`config.mk`:
```
export PLATFORM = sky130hd
export DESIGN_NAME = rds_group_sequencer_flat
export DESIGN_NICKNAME = d
export VERILOG_FILES = /design/src/rtl/rdsgs_pkg.sv /design/src/rtl/rdsgs_if.sv /design/src/rtl/rds_group_sequencer.sv /design/src/flat_wrapper.sv
export SDC_FILE = /design/constraint.sdc
export NUM_CORES = 1
export LEC_CHECK = 0
export ABC_AREA = 1
export BUFFER_PORTS_ARGS = -buffer_cell sky130_fd_sc_hd__buf_4
export CORE_ASPECT_RATIO = 1.4
export CORE_MARGIN = 4
export CORE_UTILIZATION = 40
export DETAILED_ROUTE_END_ITERATION = 10
export PLACE_DENSITY = 0.67
export REMOVE_ABC_BUFFERS = 1
export SLEW_MARGIN = 20
export SYNTH_ARGS = -nofsm -noshare
export SYNTH_HDL_FRONTEND = slang
export SYNTH_SLANG_ARGS = --single-unit
```
`constraint.sdc`:
```
create_clock -name clk -period 6.6 [get_ports clk]
set_input_delay 1.32 -clock clk [delete_from_list [all_inputs] [get_ports clk]]
set_output_delay 1.32 -clock clk [all_outputs]
set_load 0.005 [all_outputs]
```
`src/rtl/rdsgs_pkg.sv`:
```
// types and constants of the rds group sequencer
`default_nettype none

package rdsgs_pkg;

    localparam int TEXT_BYTES  = 64;
    localparam int TEXT_LANES  = 4;
    localparam int TEXT_ROWS   = TEXT_BYTES / TEXT_LANES;
    localparam int GROUP_SLOTS = 20;
    localparam int PS_SLOTS    = 4;

    localparam logic [15:0] PS_FILLER_WORD = 16'hE0CD;
    localparam logic [2:0]  REG_BLOCK_A    = 3'h3;
    localparam logic [2:0]  REG_BLOCK_BCD  = 3'h5;
    localparam logic [7:0]  CHAR_CR        = 8'h0D;
    localparam logic [7:0]  CHAR_SPACE     = 8'h20;
    localparam logic [15:0] MS_BIT         = 16'h0008;
    localparam logic [15:0] GROUP2A_BITS   = 16'h2000;

    // item kinds
    localparam logic KIND_TICK  = 1'b0;
    localparam logic KIND_WRITE = 1'b1;

    // block positions within a group
    localparam logic [1:0] POS_A = 2'd0;
    localparam logic [1:0] POS_B = 2'd1;
    localparam logic [1:0] POS_C = 2'd2;
    localparam logic [1:0] POS_D = 2'd3;

    // configuration register indexes
    localparam logic [2:0] CFG_PI_CODE        = 3'd0;
    localparam logic [2:0] CFG_PROGRAM_TYPE   = 3'd1;
    localparam logic [2:0] CFG_PS_NAME        = 3'd2;
    localparam logic [2:0] CFG_PS_THIRD_BLOCK = 3'd3;
    localparam logic [2:0] CFG_TEXT_AB_FLAG   = 3'd4;
    localparam logic [2:0] CFG_TEXT_LENGTH    = 3'd5;

    // configuration reset values
    localparam logic [15:0] PI_CODE_RESET      = 16'd28672;
    localparam logic [4:0]  PROGRAM_TYPE_RESET = 5'd3;
    localparam logic [63:0] PS_NAME_RESET      = 64'h2020202020202020;
    localparam logic [6:0]  TEXT_LENGTH_RESET  = 7'd1;

    typedef struct packed {
        logic       kind;
        logic [5:0] text_index;
        logic [7:0] text_char;
    } item_t;

    typedef struct packed {
        logic [2:0]  register_address;
        logic [15:0] block_word;
        logic [1:0]  block_position;
        logic [4:0]  next_group;
    } block_t;

    typedef struct packed {
        logic [2:0]  index;
        logic [63:0] data;
    } cfg_write_t;

endpackage

`default_nettype wire

```
`src/rtl/rdsgs_if.sv`:
```
// valid/ready channel interfaces of the rds group sequencer
`default_nettype none

interface rdsgs_item_if;
    logic                 valid;
    logic                 ready;
    rdsgs_pkg::item_t     data;
    modport source (output valid, output data, input ready);
    modport sink (input valid, input data, output ready);
endinterface

interface rdsgs_block_if;
    logic                 valid;
    logic                 ready;
    rdsgs_pkg::block_t    data;
    modport source (output valid, output data, input ready);
    modport sink (input valid, input data, output ready);
endinterface

interface rdsgs_cfg_if;
    logic                   valid;
    logic                   ready;
    rdsgs_pkg::cfg_write_t  data;
    modport source (output valid, output data, input ready);
    modport sink (input valid, input data, output ready);
endinterface

`default_nettype wire

```
`src/rtl/rds_group_sequencer.sv`:
```
// rds group sequencer: service name and radiotext block generator
// Channels: items (sink) carries tick and text-write beats, blocks (source)
// carries one rds block per tick, cfg (sink) writes the six configuration
// registers and is always ready.
// A tick beat yields one block, a text-write beat yields none and updates
// the 64-byte radiotext store (16 rows of four bytes, one byte lane per write).
// An accepted beat is held in the input register and processed from there;
// a tick's block is then registered in the output register, where it can
// be taken. One beat per cycle is taken while blocks.ready stays high.
// The four text characters of a radiotext group are read as one memory row
// when block A is processed and kept until blocks C and D go out.
// Reset returns the registers to their defaults, restarts at group slot 0,
// and marks every text byte unwritten, so it reads as carriage return (byte 0)
// or space; no clearing pass is needed.
// When blocks.ready is low the pending block holds; write beats still pass
// until a tick reaches the input register, which then waits there and keeps
// items.ready low until the pending block is taken.
`default_nettype none

module rds_group_sequencer
(
    input  wire            clk,
    input  wire            rst_n,
    rdsgs_item_if.sink     items,
    rdsgs_block_if.source  blocks,
    rdsgs_cfg_if.sink      cfg
);

    // configuration registers
    logic [15:0] pi_code_reg;
    logic [4:0]  program_type_reg;
    logic [63:0] ps_name_reg;
    logic [15:0] ps_third_block_reg;
    logic        text_ab_flag_reg;
    logic [6:0]  text_length_reg;

    // input and output stages
    rdsgs_pkg::item_t  in_item_reg;
    logic              in_valid_reg;
    rdsgs_pkg::block_t out_reg;
    rdsgs_pkg::block_t out_next;
    logic              out_valid_reg;

    // sequencer state
    logic [4:0]  group_slot_reg;
    logic [4:0]  group_slot_next;
    logic [1:0]  block_slot_reg;
    logic        sending_text_reg;
    logic        sending_text_next;
    logic [3:0]  segment_reg;
    logic [3:0]  segment_next;
    logic [15:0] ps_word_d_reg;
    logic [15:0] ps_word_d_next;
    logic [3:0]  text_row_reg;
    logic [3:0][7:0] text_raw_reg;
    logic [3:0]  text_valid_reg;

    // radiotext store and per-byte written marks
    logic [3:0][7:0] text_mem [rdsgs_pkg::TEXT_ROWS];
    logic [3:0]      byte_valid_reg [rdsgs_pkg::TEXT_ROWS];

    logic        in_advance;
    logic        proc_tick;
    logic        proc_write;
    logic        group_start;
    logic [4:0]  rel_slot;
    logic [3:0]  text_row;
    logic [6:0]  text_off;
    logic        text_slot;
    logic        take_text;
    logic [4:0]  slot_now;
    logic [7:0]  text_char [rdsgs_pkg::TEXT_LANES];
    logic [15:0] word;

    assign in_advance = in_valid_reg
                      && (in_item_reg.kind == rdsgs_pkg::KIND_WRITE
                          || !out_valid_reg || blocks.ready);
    assign proc_tick  = in_advance && (in_item_reg.kind == rdsgs_pkg::KIND_TICK);
    assign proc_write = in_advance && (in_item_reg.kind == rdsgs_pkg::KIND_WRITE);

    assign items.ready  = !in_valid_reg || in_advance;
    assign cfg.ready    = 1'b1;
    assign blocks.valid = out_valid_reg;
    assign blocks.data  = out_reg;

    // group start decision, made when block A is processed
    always_comb
    begin
        group_start = (block_slot_reg == rdsgs_pkg::POS_A);
        rel_slot    = group_slot_reg - 5'(rdsgs_pkg::PS_SLOTS);
        text_row    = rel_slot[3:0];
        text_off    = {1'b0, text_row, 2'b00};
        text_slot   = (group_slot_reg >= 5'(rdsgs_pkg::PS_SLOTS));
        take_text   = text_slot && (text_off < text_length_reg);
        slot_now    = (group_start && text_slot && !take_text) ? 5'd0 : group_slot_reg;

        if (group_start)
        begin
            sending_text_next = take_text;
            segment_next      = take_text ? text_row : {2'b00, slot_now[1:0]};
        end
        else
        begin
            sending_text_next = sending_text_reg;
            segment_next      = segment_reg;
        end

        unique case (segment_next[1:0])
            2'd0:    ps_word_d_next = ps_name_reg[63:48];
            2'd1:    ps_word_d_next = ps_name_reg[47:32];
            2'd2:    ps_word_d_next = ps_name_reg[31:16];
            default: ps_word_d_next = ps_name_reg[15:0];
        endcase

        if (block_slot_reg == rdsgs_pkg::POS_D)
        begin
            group_slot_next = (slot_now == 5'(rdsgs_pkg::GROUP_SLOTS - 1))
                            ? 5'd0 : slot_now + 5'd1;
        end
        else
        begin
            group_slot_next = slot_now;
        end
    end

    // unwritten bytes read as their reset character
    always_comb
    begin
        for (int l = 0; l < rdsgs_pkg::TEXT_LANES; l++)
        begin
            if (text_valid_reg[l])
                text_char[l] = text_raw_reg[l];
            else if (text_row_reg == 4'd0 && l == 0)
                text_char[l] = rdsgs_pkg::CHAR_CR;
            else
                text_char[l] = rdsgs_pkg::CHAR_SPACE;
        end
    end

    always_comb
    begin
        unique case (block_slot_reg)
            rdsgs_pkg::POS_A:
                word = pi_code_reg;
            rdsgs_pkg::POS_B:
                word = sending_text_next
                     ? (rdsgs_pkg::GROUP2A_BITS
                        | {6'b0, program_type_reg, text_ab_flag_reg, segment_next})
                     : ({6'b0, program_type_reg, 5'b0} | rdsgs_pkg::MS_BIT
                        | {12'b0, segment_next});
            rdsgs_pkg::POS_C:
                word = sending_text_next ? {text_char[0], text_char[1]}
                                         : ps_third_block_reg;
            default:
                word = sending_text_next ? {text_char[2], text_char[3]}
                                         : ps_word_d_reg;
        endcase

        out_next.register_address = (block_slot_reg == rdsgs_pkg::POS_A)
                                  ? rdsgs_pkg::REG_BLOCK_A : rdsgs_pkg::REG_BLOCK_BCD;
        out_next.block_word       = word;
        out_next.block_position   = block_slot_reg;
        out_next.next_group       = group_slot_next;
    end

    // control state
    always_ff @(posedge clk or negedge rst_n)
    begin
        if (!rst_n)
        begin
            pi_code_reg        <= rdsgs_pkg::PI_CODE_RESET;
            program_type_reg   <= rdsgs_pkg::PROGRAM_TYPE_RESET;
            ps_name_reg        <= rdsgs_pkg::PS_NAME_RESET;
            ps_third_block_reg <= rdsgs_pkg::PS_FILLER_WORD;
            text_ab_flag_reg   <= 1'b0;
            text_length_reg    <= rdsgs_pkg::TEXT_LENGTH_RESET;
            in_valid_reg       <= 1'b0;
            out_valid_reg      <= 1'b0;
            group_slot_reg     <= '0;
            block_slot_reg     <= '0;
            sending_text_reg   <= 1'b0;
            segment_reg        <= '0;
            for (int r = 0; r < rdsgs_pkg::TEXT_ROWS; r++)
            begin
                byte_valid_reg[r] <= '0;
            end
        end
        else
        begin
            if (cfg.valid && cfg.ready)
            begin
                unique case (cfg.data.index)
                    rdsgs_pkg::CFG_PI_CODE:        pi_code_reg <= cfg.data.data[15:0];
                    rdsgs_pkg::CFG_PROGRAM_TYPE:   program_type_reg <= cfg.data.data[4:0];
                    rdsgs_pkg::CFG_PS_NAME:        ps_name_reg <= cfg.data.data;
                    rdsgs_pkg::CFG_PS_THIRD_BLOCK: ps_third_block_reg <= cfg.data.data[15:0];
                    rdsgs_pkg::CFG_TEXT_AB_FLAG:   text_ab_flag_reg <= cfg.data.data[0];
                    rdsgs_pkg::CFG_TEXT_LENGTH:    text_length_reg <= cfg.data.data[6:0];
                    default: ;
                endcase
            end

            if (items.valid && items.ready)
                in_valid_reg <= 1'b1;
            else if (in_advance)
                in_valid_reg <= 1'b0;

            if (proc_tick)
                out_valid_reg <= 1'b1;
            else if (blocks.ready)
                out_valid_reg <= 1'b0;

            if (proc_tick)
            begin
                group_slot_reg   <= group_slot_next;
                block_slot_reg   <= block_slot_reg + 2'd1;
                sending_text_reg <= sending_text_next;
                segment_reg      <= segment_next;
            end

            if (proc_write)
            begin
                byte_valid_reg[in_item_reg.text_index[5:2]][in_item_reg.text_index[1:0]]
                    <= 1'b1;
            end
        end
    end

    // payload registers and the text store
    always_ff @(posedge clk)
    begin
        if (items.valid && items.ready)
            in_item_reg <= items.data;

        if (proc_tick)
            out_reg <= out_next;

        if (proc_tick && group_start)
        begin
            ps_word_d_reg  <= ps_word_d_next;
            text_row_reg   <= text_row;
            text_raw_reg   <= text_mem[text_row];
            text_valid_reg <= byte_valid_reg[text_row];
        end

        if (proc_write)
        begin
            text_mem[in_item_reg.text_index[5:2]][in_item_reg.text_index[1:0]]
                <= in_item_reg.text_char;
        end
    end

endmodule

`default_nettype wire

```
`src/flat_wrapper.sv`:
```
// flat-port wrapper written by rule: the top's interface ports become plain ports
module rds_group_sequencer_flat 
  (clk, rst_n, items_valid, items_data, items_ready, blocks_valid, blocks_data, blocks_ready, cfg_valid, cfg_data, cfg_ready);
  rdsgs_item_if items_i ();
  rdsgs_block_if blocks_i ();
  rdsgs_cfg_if cfg_i ();
  input  wire clk;
  input  wire rst_n;
  input wire logic [$bits(items_i.valid)-1:0] items_valid;
  input wire logic [$bits(items_i.data)-1:0] items_data;
  output wire logic [$bits(items_i.ready)-1:0] items_ready;
  output wire logic [$bits(blocks_i.valid)-1:0] blocks_valid;
  output wire logic [$bits(blocks_i.data)-1:0] blocks_data;
  input wire logic [$bits(blocks_i.ready)-1:0] blocks_ready;
  input wire logic [$bits(cfg_i.valid)-1:0] cfg_valid;
  input wire logic [$bits(cfg_i.data)-1:0] cfg_data;
  output wire logic [$bits(cfg_i.ready)-1:0] cfg_ready;
  assign items_i.valid = items_valid;
  assign items_i.data = items_data;
  assign items_ready = items_i.ready;
  assign blocks_valid = blocks_i.valid;
  assign blocks_data = blocks_i.data;
  assign blocks_i.ready = blocks_ready;
  assign cfg_i.valid = cfg_valid;
  assign cfg_i.data = cfg_data;
  assign cfg_ready = cfg_i.ready;
  rds_group_sequencer u_core (.clk(clk), .rst_n(rst_n), .items(items_i), .blocks(blocks_i), .cfg(cfg_i));
endmodule
```
# ---- After elaboration in Yosys (flattened, before gate mapping)
# Memories as Yosys holds them, arrays and structs flattened. A register that Yosys moved wholly into a read port is not among the register bits.
# Cells that the tools add are included.
dict set report op_classes {
  reduce_logical 28
  n_addsub 3
  eq_ne 11
  n_mux 32
  order_cmp 7
  n_bitwise 5
}
# op count
set ops {}
lappend ops {{one-hot mux 16 bit (3 select lines)} 2}
lappend ops {{bitwise OR 64 bit} 1}
lappend ops {{two-way mux 16 bit} 3}
lappend ops {{two-way mux 8 bit} 5}
lappend ops {{two-way mux 32 bit} 1}
lappend ops {{two-way mux 4 bit} 5}
lappend ops {{binary-select mux 4 bit (select 4 bit)} 1}
lappend ops {{demux 4 bit (select 4 bit)} 1}
lappend ops {{demux 8 bit (select 2 bit)} 1}
lappend ops {{two-way mux 5 bit} 3}
lappend ops {{AND reduction 2 bit} 6}
lappend ops {{>= comparator 5 bit (second input constant)} 2}
lappend ops {{logical AND 1 bit} 10}
lappend ops {{NOT 4 -> 5 bit} 2}
lappend ops {{bitwise OR 10 x 4 -> 10 bit} 1}
lappend ops {{< comparator 6 x 7 -> 1 bit} 1}
lappend ops {{two-way mux 1 bit} 7}
lappend ops {{== test 2 bit (second input constant)} 3}
lappend ops {{== test 3 x 2 -> 1 bit (second input constant)} 2}
lappend ops {{== test 3 bit (second input constant)} 2}
lappend ops {{two-way mux 6 bit} 1}
lappend ops {{adder 5 x 1 -> 5 bit (second input constant)} 1}
lappend ops {{== test 5 bit (second input constant)} 1}
lappend ops {{>= comparator 5 x 3 -> 1 bit (second input constant)} 1}
lappend ops {{other kinds (16)} 23}
dict set report totals {
  output_inout_bits 29
  mem_count 1
  reg_bits 252
  in_bits 87
  ramBits 512
  elab_cells 125
}
# memory depth width read_ports rd_clocked_by_memory_dff wr line
set mem_list {}
lappend mem_list {u_core.text_mem 16 32 1 1 1 rds_group_sequencer.sv:59} ;# logic [3:0][7:0] text_mem [rdsgs_pkg::TEXT_ROWS];

# ---- Longest topological paths before layout
# Gate-level depths: netlist of run 1.
dict set report depth {
  depth_word 11
  depth_mapped 21
  ltp_nobuf 19
}

# ---- Worst setup path before layout of run 1
# Ideal clock, no wire load.
dict set report synth_path {
  path_type {input to register}
  startpoint {input blocks_ready}
  endpoint {register u_core.segment_reg[2]}
  path_slack_ns 1.629
  stages 6
  path_buffers 0
  t_arrival_ns 4.848
  path_cell_list {inv_1 > nand2_1 > nand3_1 > nor2_1 > inv_1 > a32o_1}
}
dict set report synth_via {
  elab_chain_cells 3
}
# item line
set synth_rtl {}
lappend synth_rtl {{start: declaration} flat_wrapper.sv:14} ;# input wire logic [$bits(blocks_i.ready)-1:0] blocks_ready;
lappend synth_rtl {{logical OR 1 bit} rds_group_sequencer.sv:77} ;# || !out_valid_reg || blocks.ready);
lappend synth_rtl {{logical AND 1 bit} rds_group_sequencer.sv:76} ;# && (in_item_reg.kind == rdsgs_pkg::KIND_WRITE
lappend synth_rtl {{logical AND 1 bit} rds_group_sequencer.sv:78} ;# assign proc_tick = in_advance && (in_item_reg.kind == rdsgs_pkg::KIND_TICK);
lappend synth_rtl {{end signal: assignment} rds_group_sequencer.sv:218} ;# segment_reg <= segment_next;
lappend synth_rtl {{end: declaration} rds_group_sequencer.sv:50} ;# logic [3:0] segment_reg;
# Every way passes these cells.
# A chain may end at the register's enable or synchronous reset.

# ---- Final worst setup path of run 1
dict set report layout_path {
  startpoint {register u_core.group_slot_reg[1]}
  endpoint {register u_core.out_reg (netlist bit u_core.blocks.data[4]), data pin}
}
dict set report layout_via {
  elab_chain_cells 9
}
# item line
set layout_rtl {}
lappend layout_rtl {{start: declaration} rds_group_sequencer.sv:45} ;# logic [4:0] group_slot_reg;
lappend layout_rtl {{start signal: assignment} rds_group_sequencer.sv:215} ;# group_slot_reg <= group_slot_next;
lappend layout_rtl {{subtractor 4 x 3 -> 4 bit} rds_group_sequencer.sv:90} ;# rel_slot = group_slot_reg - 5'(rdsgs_pkg::PS_SLOTS);
lappend layout_rtl {{< comparator 6 x 7 -> 1 bit} rds_group_sequencer.sv:94} ;# take_text = text_slot && (text_off < text_length_reg);
lappend layout_rtl {{logical AND 1 bit} rds_group_sequencer.sv:94}
lappend layout_rtl {{zero test 1 bit} rds_group_sequencer.sv:95} ;# slot_now = (group_start && text_slot && !take_text) ? 5'd0 : group_slot_reg;
lappend layout_rtl {{logical AND 1 bit} rds_group_sequencer.sv:95}
lappend layout_rtl {{two-way mux 5 bit (*)} rds_group_sequencer.sv:95}
lappend layout_rtl {{adder 5 x 1 -> 5 bit / == test 5 bit (equally long branches)} {rds_group_sequencer.sv:118, rds_group_sequencer.sv:117}}
lappend layout_rtl {{two-way mux 5 bit} rds_group_sequencer.sv:118} ;# ? 5'd0 : slot_now + 5'd1;
lappend layout_rtl {{two-way mux 5 bit (*)} rds_group_sequencer.sv:115} ;# if (block_slot_reg == rdsgs_pkg::POS_D)
lappend layout_rtl {{via u_core.group_slot_next[4]} rds_group_sequencer.sv:46} ;# logic [4:0] group_slot_next;
lappend layout_rtl {{end signal: assignment} rds_group_sequencer.sv:236} ;# out_reg <= out_next;
lappend layout_rtl {{end: declaration} rds_group_sequencer.sv:40} ;# rdsgs_pkg::block_t out_reg;
# The timed path passes the listed nets; every way through them passes the cells marked *.

==> out/summary.txt, run 1 <==
outcome: finished clean
Rows: 122
grt total ovfl: 0
number of global-route vias before repair: 21.1k
DRT Pass-1 Iters: 5
I/O pin cnt: 116
Non-Filler Instances: 3,739
max reg flops: 512
initial antenna violation count: 0
slowest CP cell: dfrtp_4
overall routing resource usage: 18.6%
flop-to-flop setup slack: 2520 ps
CTS resizes: 0
via count: 20.9k
Tightest Hold Check Type: flip-flop to flip-flop
DRT iter0 DRCs: 1,867
Multi-input gate area: 8030 sq um
total die area: 84,900 sq um
CP Data Required Time: 6950 ps
Setup violations, final: 0
RSZ-0062 raised after global routing: false
Cell Area, Synth: 32,100 sq um
CP top delay family: simple AND/OR/NAND/NOR gates
post-synth top area share: 56.9%
CTS sink count: 795
synth-to-layout area growth: 12.8%
Synthesis Warnings: 0
Reg2Reg Depth: 13
CP startpoint: u_core.group_slot_reg[1]
Reg2Reg Launch Point: u_core.group_slot_reg[1]
crit path time final: 4080 ps
Clock Skews: 30.8 ps
max_cap viols: 0
Final Hold Violating Endpoints: 0
Num CTS Buffers: 73
overall power: 14.3 mW
Final Wtd Congestion: 0.840
cell count of the worst hold path: 2
Clock Tree Buf Depth: 3
max-slew violations: 0
die width: 247 microns
ant diodes: 0
routed len/inst: 21.5 microns
Hold Path Sink: u_core.byte_valid_reg[54]
Setup crit end kind: flip-flop
peak supply drop: 0.330 mV
Skew-Pair Late Insertion Delay: 620 ps
Seq/Total Area, Yosys: 71.5%
Post-DP HPWL: 48,200 microns
Worst Path Max Fanout: 84
Synth Flop Type: edfxtp_1
worst reg2reg endpoint: u_core.blocks.data[4]
placed cell count: 3,606
FMAX: 245 MHz
largest net degree at the start of global routing: 233
CP Launch Type: flip-flop
Clock transition at path regs: 60 ps
fraction of registers with async set/reset: 23.5%
Vias/cell: 5.58
Layout Nets: 2,725
Post-CTS Hold Fix Bufs: 0
count of flip-flops with a built-in enable after synthesis: 608
die height: 343 microns
top post-synthesis cells by area: edfxtp_1 (57%), dfrtp_1 (13%), o21ai_0 (6.0%)
Setup CP Type: flip-flop to flip-flop
CTS tree: done
Avg Cell Area, Syn: 12.4 sq um
WP buf/inv: 3
slowest stage delay, CP: 1090 ps
min-delay src: u_core.byte_valid_reg[54]
WP data arrival: 4420 ps
cell area power density: 393 nW/um^2
share of layout cells above drive strength 1: 14.4%
Post-CTS Repair Setup Buffers: 0
post-route ant nets: 0
Post-Synthesis Cells: 2,588
synth unique cells: 45
Routed Wire Length: 80,300 microns
layout filler cell count: 7,007
sequential cell area: 23,000 sq um
initial cell density of the core: 40.5%
core outline area: 79,400 sq um
crit share post-route: 61.7%
crit-path cells: clkinv_2, nand3_2, nand2_2, nand3_4, nand2_4, inv_1, ha_1, nor3b_1, nand3_2, nand2_1, inv_1, nand2_1, nand2_1
clock root buffer: clkbuf_16
CTS H-tree depth: 3
first-pass GRT wire length: 123,000 microns
FF+latch count, synth: 795
final core occ: 45.6%
Slew Limit Headroom: 18.3%
Yosys top cell by area: edfxtp_1
most frequent CP cell: nand2_1
drc violations: 0
Worst Max-Slew Pin Slew: 1230 ps
LEAKAGE: 12.9 nW
Port Buffers: 113
-- kinds of logic (layout without fill, tap and decap cells) --
kind of cell / count (synthesis) / in the layout / share of synthesized area, %
AO/OA/AOI/OAI: 640 / 640 / 11.7
XOR/XNOR: 2 / 2 / 0.0546
adder cells (fa/ha/maj): 11 / 11 / 0.429
buffers and inverters: 278 / 374 / 3.64
flip-flops: 795 / 795 / 71.5
multiplexers: 48 / 48 / 1.68
other: 1 / 2 / 0.0117
AND/OR/NAND/NOR: 813 / 813 / 11.0
-- synthesized netlist by cell type, types with 17 or more instances --
cell type  number
o211ai_1       47
o21ai_0       382
buf_2          24
o221ai_1       90
nand4_1        18
nand3_1       136
dfstp_2        22
o22ai_1        38
buf_1          17
mux2_2         48
clkbuf_1      111
or2_2          34
inv_1         102
nor2_1        354
a21oi_1        55
edfxtp_1      608
nand2_1       238
dfrtp_1       165
-- area by class of cell --
cell class / count / area share (%)
multi-input combinational: 1516 / 22.2
clock buffer: 101 / 5.70
sequential: 795 / 63.4
clock inverter: 32 / 1.09
timing repair buffer: 136 / 2.90
inverter: 105 / 1.10
tap: 1054 / 3.64
-- metrics by stage --
stage | hold WS, ps | instance area (sq um) | setup TNS [ps] | worst slack [ps]
global route | 467 | 36200 | 0 | 2280
finish | 457 | 36200 | 0 | 2520
floorplan | 427 | 31300 | -233750 | -3360
CTS | 462 | 36200 | 0 | 2600
global placement | 439 | 33800 | 0 | 2750
detailed placement | 446 | 33800 | 0 | 2640
-- power breakdown --
part           total, mW  internal, mW  switching, mW
Clock               4.37          2.55           1.81
Combinational       3.69          1.12           2.57
Sequential          6.21          5.91          0.293
-- cells in the final DEF, fill, tap and decap left out, types with 6 or more instances in the layout --
| cell | netlist | routed |
|---|---|---|
| or2_2 | 34 | 34 |
| o21ai_0 | 382 | 382 |
| nand2_2 | 14 | 14 |
| ha_1 | 11 | 11 |
| o211ai_1 | 47 | 47 |
| dfstp_2 | 22 | 22 |
| a21oi_1 | 55 | 55 |
| clkbuf_8 | 0 | 6 |
| edfxtp_1 | 608 | 608 |
| mux2_2 | 48 | 48 |
| bufinv_16 | 0 | 9 |
| nor2_1 | 354 | 353 |
| nand3_1 | 136 | 134 |
| clkinv_1 | 1 | 9 |
| dfrtp_1 | 165 | 162 |
| nand2_1 | 238 | 238 |
| clkinv_2 | 0 | 11 |
| nand4_1 | 18 | 18 |
| o21ai_1 | 16 | 16 |
| inv_1 | 102 | 100 |
| o221ai_1 | 90 | 90 |
| buf_4 | 16 | 133 |
| clkbuf_16 | 0 | 77 |
| o22ai_1 | 38 | 38 |
| clkbuf_1 | 111 | 19 |
-- per-layer routing --
metal / routed length (microns) / part of all wire, % / vias to the layer above / global-route usage [%]
met5: 0 / 0 / - / 0
met4: 2900 / 3.6 / 0 / 7.63
met3: 5360 / 6.7 / 192 / 2.75
met2: 41400 / 52 / 863 / 33.1
met1: 30600 / 38 / 10400 / 22.6
li1: - / - / 9448 / -
-- worst max-delay path by stage --
stage                                     endpoint  slack (ps)  depth (start not counted)
after CTS                    u_core.blocks.data[4]        2600                         13
final                        u_core.blocks.data[4]        2520                         13
after detailed placement     u_core.blocks.data[4]        2640                         13
after floorplan           u_core.group_slot_reg[0]       -3360                         13
after global placement       u_core.blocks.data[4]        2750                         13
after global routing         u_core.blocks.data[4]        2280                         13
-- worst reg2reg max path, cell delays in order, from the launching register on --
cell and delay (ps):
dfrtp_4 1090, clkinv_2 1000, nand3_2 290, nand2_2 120
nand3_4 220, nand2_4 80, inv_1 140, ha_1 210
nor3b_1 270, nand3_2 130, nand2_1 100, inv_1 40
nand2_1 60, nand2_1 60
Note: power is estimated with default switching activity, not from simulation.
==> run 2: changes to the inputs <==
- PLACE_DENSITY: 0.67 -> 0.69
- clock period: 6.6 -> 3.3 ns (I/O delays scaled with it)
==> run 2 against run 1 <==
Non-clock buffer count rose by 58. Register-to-register slack got worse by 2200 ps. Design area increased by 1.3%. Count of clock-buffer cells in the layout down 2. Clock skew up 3.2 ps. Flip-flop and latch count stayed put. Clock power rose by 98%. Via count down 1.3%. Largest power group unchanged.
==> out/summary.txt, run 2 (synthesized netlist as in run 1, its figures left out) <==
CP Data Required Time: 3680 ps
CTS sink count: 795
ant diodes: 0
max reg flops: 512
Num CTS Buffers: 76
P_int: 19.1 mW
switching part of the total power: 33.1%
clock root buffer: clkbuf_16
Final Wtd Congestion: 0.814
Final Hold Violating Endpoints: 0
overall routing resource usage: 18.0%
overall power: 28.5 mW
Setup Slack @ Placement: 282 ps
Setup TNS Final: 0 ps
Setup violations, final: 0
peak supply drop: 0.970 mV
grt total ovfl: 0
Routed Wire Length: 78,200 microns
Final Cell Area: 36,700 sq um
post-route ant nets: 0
slowest CP cell: dfrtp_1
synth-to-layout area growth: 14.3%
largest net degree at the start of global routing: 211
CTS resizes: 0
highest-count cells in the layout ignoring fill and taps: edfxtp_1 (608), o21ai_0 (382), nor2_1 (353)
via count: 20.6k
Port Buffers: 113
core outline area: 79,400 sq um
Clock Skews: 34.0 ps
CP top delay family: simple AND/OR/NAND/NOR gates
final core occ: 46.3%
number of global-route vias before repair: 20.2k
met3 WL: 4810 microns
slowest stage delay, CP: 440 ps
Cell Area, Placed: 34,300 sq um
Skew-Pair Late Insertion Delay: 630 ps
commonest non-fill, non-tap cell in the layout: edfxtp_1
Layout Nets: 2,786
DRT iter0 DRCs: 1,796
outcome: finished clean
initial cell density of the core: 40.5%
Slew Limit Headroom: 21.3%
die height: 343 microns
total die area: 84,900 sq um
min setup slack post-route: 277 ps
clock power share: 30.3%
Setup crit end kind: flip-flop
DRT Pass-1 Iters: 6
Rows: 122
first-pass GRT wire length: 119,000 microns
Worst Path Max Fanout: 10
max layer used: met4
Worst Max-Slew Pin Slew: 1180 ps
layout filler cell count: 7,024
initial antenna violation count: 0
CTS H-tree depth: 3
max-slew violations: 0
WP data arrival: 3400 ps
P_sw: 9.43 mW
placed cell count: 3,664
LEAKAGE: 13.3 nW
Post-CTS Hold Fix Bufs: 0
crit-path cells: inv_1, ha_1, ha_1, inv_1, nor2_1, a21oi_2, nand2_1, nand3_4, nand2_4, inv_1, ha_1, nor3b_1, nand3_2, nand2_1, inv_1, nand2_1, nand2_1
Multi-input gate area: 8010 sq um
Tightest Hold Check Type: primary input to async pin
M1 wire length: 31,300 microns
Non-Filler Instances: 3,805
Setup CP Type: flip-flop to flip-flop
share of layout cells above drive strength 1: 16.3%
Flop pwr share: 42.9%
Post-DP HPWL: 46,000 microns
I/O pin cnt: 116
hold slack final: 36.8 ps
Vias/cell: 5.41
crit path time final: 3020 ps
Clock transition at path regs: 70 ps
WP buf/inv: 4
cell area power density: 776 nW/um^2
sequential cell area: 23,000 sq um
crit share post-route: 91.6%
drc violations: 0
CP Launch Type: flip-flop
DR WL met2: 40,000 microns
Post-CTS Repair Setup Buffers: 0
RSZ-0062 raised after global routing: false
max_cap viols: 0
routed len/inst: 20.6 microns
CTS tree: done
Comb pwr share: 26.8%
die width: 247 microns
Clock Tree Buf Depth: 3
FMAX: 331 MHz
==> run 2: cell types whose count changed in the layout (fill, tap and decap cells not counted), moves of 4 or more <==
cell      delta
buf_4       +53
buf_12       +5
clkinv_2     +6
clkbuf_8     -4
==> run 2: worst paths after layout <==
kind | depth (start not counted) | end | from | slack (ps)
setup / recovery | 17 | u_core.blocks.data[4] | u_core.group_slot_reg[3] | 280
hold / removal | 1 | u_core.group_slot_reg[4] | rst_n | 40
setup reg to reg | 17 | u_core.blocks.data[4] | u_core.group_slot_reg[3] | 280
hold reg to reg | 2 | u_core.byte_valid_reg[39] | u_core.byte_valid_reg[39] | 460
max in group asynchronous | 2 | u_core.byte_valid_reg[21] | rst_n | 2400
min in group clk | 1 | u_core.in_item_reg[5] | items_data[5] | 210
==> run 2: final cells by class <==
cell class	instances	share of cell area, %
Timing Repair Buffer	194	4.22
Clock buffer	99	5.56
Sequential cell	795	62.6
Multi-Input combinational cell	1516	21.8
Tap cell	1054	3.59
Inverter	105	1.10
Clock inverter	42	1.12
==> run 2: power groups by stage <==
stage               Combinational (mW)  Sequential (mW)  Clock (mW)
CTS                               7.67             12.2        8.80
global route                      8.41             12.3        9.22
floorplan                         4.01             12.6           0
global placement                  7.46             12.4           0
detailed placement                7.65             12.4           0
finish                            7.65             12.2        8.64
==> run 2: per-layer routing <==
metal	track usage, %	up-vias
li1	-	9569
met1	22.8	10100
met2	31.7	744
met3	2.28	132
met4	6.28	0
met5	0	-
